<file path="src/rtl/fbir_pkg.sv">
// Package for the frame bit interleave remapper: request and result payloads,
// action codes, the sequence-counter status struct and the bit-spreading helper.
// No dependencies.
`default_nettype none

package fbir_pkg;

   // Action codes of a request.
   localparam logic [1:0] ACT_START = 2'd0;
   localparam logic [1:0] ACT_PUSH  = 2'd1;
   localparam logic [1:0] ACT_READ  = 2'd2;

   // Fixed field limits: rows stay below 64, at most four 64-pixel groups per row.
   localparam int ROW_W        = 6;
   localparam int GROUP_W      = 2;
   localparam int PASS_W       = 3;
   localparam int GROUP_PIXELS = 64;

   typedef struct packed {
      logic [1:0] action;
      logic [7:0] src_byte;
      logic [9:0] read_addr;
   } req_type;

   typedef struct packed {
      logic [7:0] dst_byte;
      logic       frame_complete;
   } rsp_type;

   // Status of the sequence counter for the next push.
   typedef struct packed {
      logic               in_frame;
      logic               row_ok;
      logic               complete;
      logic [ROW_W-1:0]   row;
      logic [GROUP_W-1:0] group;
      logic [PASS_W-1:0]  pass;
   } seq_info_type;

   // Places source bit b at bit 8*b of a 64-bit word.
   function automatic logic [63:0] spread_bits(input logic [7:0] value);
      logic [63:0] result;
      result = '0;
      for (int b = 0; b < 8; b++) begin
         result[8*b] = value[b];
      end
      return result;
   endfunction

endpackage

`default_nettype wire

</file>
<file path="src/rtl/fbir_seq.sv">
// Push sequence counter: tracks the push count, the group index and the
// row/pass/band counter, and reports where the next source byte lands.
// Depends on fbir_pkg.
`default_nettype none

module fbir_seq #(
   parameter int WIDTH  = 128,
   parameter int HEIGHT = 64
) (
   input  wire logic                  clock,
   input  wire logic                  reset,
   input  wire logic                  clear,
   input  wire logic                  push,
   output fbir_pkg::seq_info_type     info
);
   import fbir_pkg::*;

   localparam int FRAME_BYTES = (WIDTH * HEIGHT) / 8;
   localparam int GROUPS      = (WIDTH / GROUP_PIXELS > 0) ? WIDTH / GROUP_PIXELS : 1;
   localparam int CW          = $clog2(FRAME_BYTES + 1);
   localparam int JW          = (GROUPS > 1) ? $clog2(GROUPS) : 1;

   logic [CW-1:0]   count_ff, count_in;
   logic [JW-1:0]   group_ff, group_in;
   logic [CW-1:0]   step_ff,  step_in;
   logic [CW-4:0]   row_full;
   logic            in_frame;

   assign in_frame = (count_ff < CW'(FRAME_BYTES));

   // Row is band * 8 + r, where r is the low three bits and band starts at bit 6.
   assign row_full = {step_ff[CW-1:6], step_ff[2:0]};

   always_comb begin
      count_in = count_ff;
      group_in = group_ff;
      step_in  = step_ff;
      if (clear) begin
         count_in = '0;
         group_in = '0;
         step_in  = '0;
      end else if (push && in_frame) begin
         count_in = count_ff + 1'b1;
         if (group_ff == JW'(GROUPS - 1)) begin
            group_in = '0;
            step_in  = step_ff + 1'b1;
         end else begin
            group_in = group_ff + 1'b1;
         end
      end
   end

   always_ff @(posedge clock) begin
      if (reset) begin
         count_ff <= '0;
         group_ff <= '0;
         step_ff  <= '0;
      end else begin
         count_ff <= count_in;
         group_ff <= group_in;
         step_ff  <= step_in;
      end
   end

   always_comb begin
      info          = '0;
      info.in_frame = in_frame;
      info.row_ok   = (row_full < (CW-3)'(HEIGHT));
      info.complete = !in_frame;
      info.row      = ROW_W'(row_full);
      info.group    = GROUP_W'(group_ff);
      info.pass     = step_ff[5:3];
   end

endmodule

`default_nettype wire
</file>
<file path="config.mk">
export PLATFORM = sky130hd
export DESIGN_NAME = fbir_seq
export DESIGN_NICKNAME = d
export VERILOG_FILES = /design/src/rtl/fbir_pkg.sv /design/src/rtl/fbir_seq.sv
export SDC_FILE = /design/constraint.sdc
export NUM_CORES = 1
export LEC_CHECK = 0
export BUFFER_PORTS_ARGS = -buffer_cell sky130_fd_sc_hd__buf_2
export CAP_MARGIN = 20
export CORE_MARGIN = 2
export CORE_UTILIZATION = 35
export CTS_BUF_LIST = sky130_fd_sc_hd__clkbuf_16
export DETAILED_ROUTE_END_ITERATION = 16
export HOLD_SLACK_MARGIN = 0.15
export SYNTH_ARGS = -nofsm -noshare
export SYNTH_HDL_FRONTEND = slang
export SYNTH_SLANG_ARGS = --single-unit
export TNS_END_PERCENT = 10
</file>
<file path="constraint.sdc">
create_clock -name clock -period 2.9 [get_ports clock]
set_input_delay 0.58 -clock clock [delete_from_list [all_inputs] [get_ports clock]]
set_output_delay 0.58 -clock clock [all_outputs]
set_load 0.005 [all_outputs]
</file>
==> metrics <==
PwrDens 494 nW/um^2; Detail Placement HPWL between 1500 and 2000 um; drt total wl between 2000 and 2500 um; Antenna diodes 0; DRT antenna net count 0; first-pass GRT wire length 3660 um; syn_nets 142; sequential fraction of the synthesis area 39.1%; status completed; cell leakage power 0.420 nW; global route overflow 0; Fillers about 350; post-route setup TNS 0 ns; TritonCTS clock tree built; initial antenna violation count 0; Yosys cell types 28; Achievable Freq 652 MHz; gpl congestion 0.833; initial core utilization 35.8%; Yosys reg bits 23; violation count after the first detailed-route iteration 91; H-tree depth 1; Skew-Pair Late Insertion Delay 0.25 ns; cell count after synthesis 136; Tcrit/Tclk final 52.9%; CTS resizes 0; Worst Path Max Fanout 12; skew final 0.00186 ns; Vias/cell 5.10; RSZ-0062 raised after global routing no; final hold vios 0; HP Class flop to flop; drt first pass iters 4; area delta synth->final 8.51%; clk buf depth 2; I/O pin cnt 18; Synth area leader dfxtp_1; number of I/O port buffers 16; area of the core 3280 um^2; clk sinks 23; Min Hold Slack about 0.48 ns; count of final setup violators 0; Arrival @ worst endpoint between 1.5 and 2 ns; die height 62.0 um; Slew Viols, Final 0; post-synth top area share just under 40%; DR vias 949; largest net degree at the start of global routing 21; worst path required time 3.08 ns; GRT Total Usage 12.9%; Crit. End Element flop; vias in the first global route 890; DRC Markers 0; Post-Syn Area 1180 um^2; crit path launch type input pin; Yosys Warn Count 0; hold buffers post-CTS 0; Wirelength per Cell 11.4 um; share of cells above drive strength 1 17.9%; max capacitance violation total 0; CP Class input pin to flop; post-layout min period 1.53 ns; CTS clk-pin slew, worst paths 0.06 ns; VDD IR-drop max 0.000323 V; # Post-CTS Setup Buffers 0; Die X-Extent 62.0 um; root buffer cell clkbuf_16; Site Rows 21; Final #Nets 147; CTS Buf Count 3; die footprint 3840 um^2; Avg Inst Size Synth 8.65 um^2; Synth area leaders dfxtp_1 39%, buf_4 8.3%, a21oi_1 6.4%
[logic make-up after synthesis]
logic type	Yosys count	synth area share, %
muxes	3	2.55
AOI/OAI and AO/OA	30	14.9
buffers and inverters	21	11.5
other	1	0.319
xor gates and xnor gates	4	2.98
adders and majority gates	2	2.13
and+or+nand+nor	52	26.5
DFF	23	39.1
[flip-flops by register name, summed over array words and instances (netlist names)]
| name | flops |
|---|---|
| count_ff | 11 |
| group_ff | 1 |
| step_ff | 11 |
[per-stage QoR]
step | cell area [um^2] | utilization, % | power [mW] | worst slack, ns | instances
4_1_cts | 1280 | 38.9 | 0.641 | 1.35 | 186
3_5_place_dp | 1200 | 36.5 | 0.348 | 1.08 | 182
5_1_grt | 1280 | 38.9 | 0.658 | 1.22 | 186
2_1_floorplan | 1180 | - | 0.344 | 1.43 | 136
6_report | 1280 | 38.9 | 0.630 | 1.37 | 186
3_3_place_gp | 1200 | 36.5 | 0.347 | 1.14 | 182
[cells in the mapped netlist, drive strengths merged]
cell type,number
o21a,2
nand4,4
clkbuf,2
conb,1
or2,1
nand3,4
nand3b,2
or3,7
a21oi,15
o31ai,8
nor2b,1
nand2,10
nor2,7
nand4b,2
buf,14
mux2i,3
inv,5
dfxtp,23
xnor2,4
and3b,2
o21ai,5
or4,9
ha,2
nor3,1
nor4,2
[area by class of cell]
cell class / count / area, um^2 / area share (%)
Clock buffer: 3 / 75.1 / 5.88
Multi-Input combinational cell: 92 / 581 / 45.5
Timing Repair Buffer: 16 / 80.1 / 6.27
Clock inverter: 1 / 3.75 / 0.294
Tap cell: 46 / 57.6 / 4.51
Sequential cell: 23 / 460 / 36.1
Inverter: 5 / 18.8 / 1.47
[where the power goes]
part	total (mW)	leakage (nW)	internal, mW	switching [mW]
logic	0.0201	0.192	0.00789	0.0122
clock network	0.290	0.0423	0.184	0.106
registers	0.320	0.186	0.318	0.00246
[metal layers]
layer,track usage [%],wire length [um],vias up
li1,-,-,491
met1,13.7,950,442
met2,22.6,1040,12
met3,4.76,106,4
met4,5.47,28,0
met5,0,0,-
[final timing paths]
kind	slack, ns	to	cells after the start	startpoint
setup / recovery	1.37	step_ff[5]	4	push
hold / removal	0.48	count_ff[7]	2	count_ff[7]
setup reg to reg	1.37	step_ff[5]	3	count_ff[10]
hold reg to reg	0.48	count_ff[7]	2	count_ff[7]
[worst max-delay path, stage by stage]
cell and delay [ns]:
buf_2 0.14, nand3b_1 0.27, or4_1 0.58, a21oi_1 0.15
[layout by cell type, fill, tap and decap left out, types with 2 or more instances in the layout]
master     synthesis  final
buf_2              0     16
clkbuf_16          0      3
a21oi_1           15     15
or3_1              5      5
or4_1              9      9
nand3_1            4      4
o21a_1             2      2
o21ai_0            5      5
nor2_1             7      7
or3_2              2      2
ha_1               2      2
nand3b_1           2      2
and3b_2            2      2
nor4_1             2      2
inv_1              5      6
mux2i_1            3      3
o31ai_1            8      8
nand4_1            3      3
nand4b_1           2      2
xnor2_1            4      4
dfxtp_1           23     23
nand2_1           10     10
No activity file was read; power rests on OpenSTA's default activity.
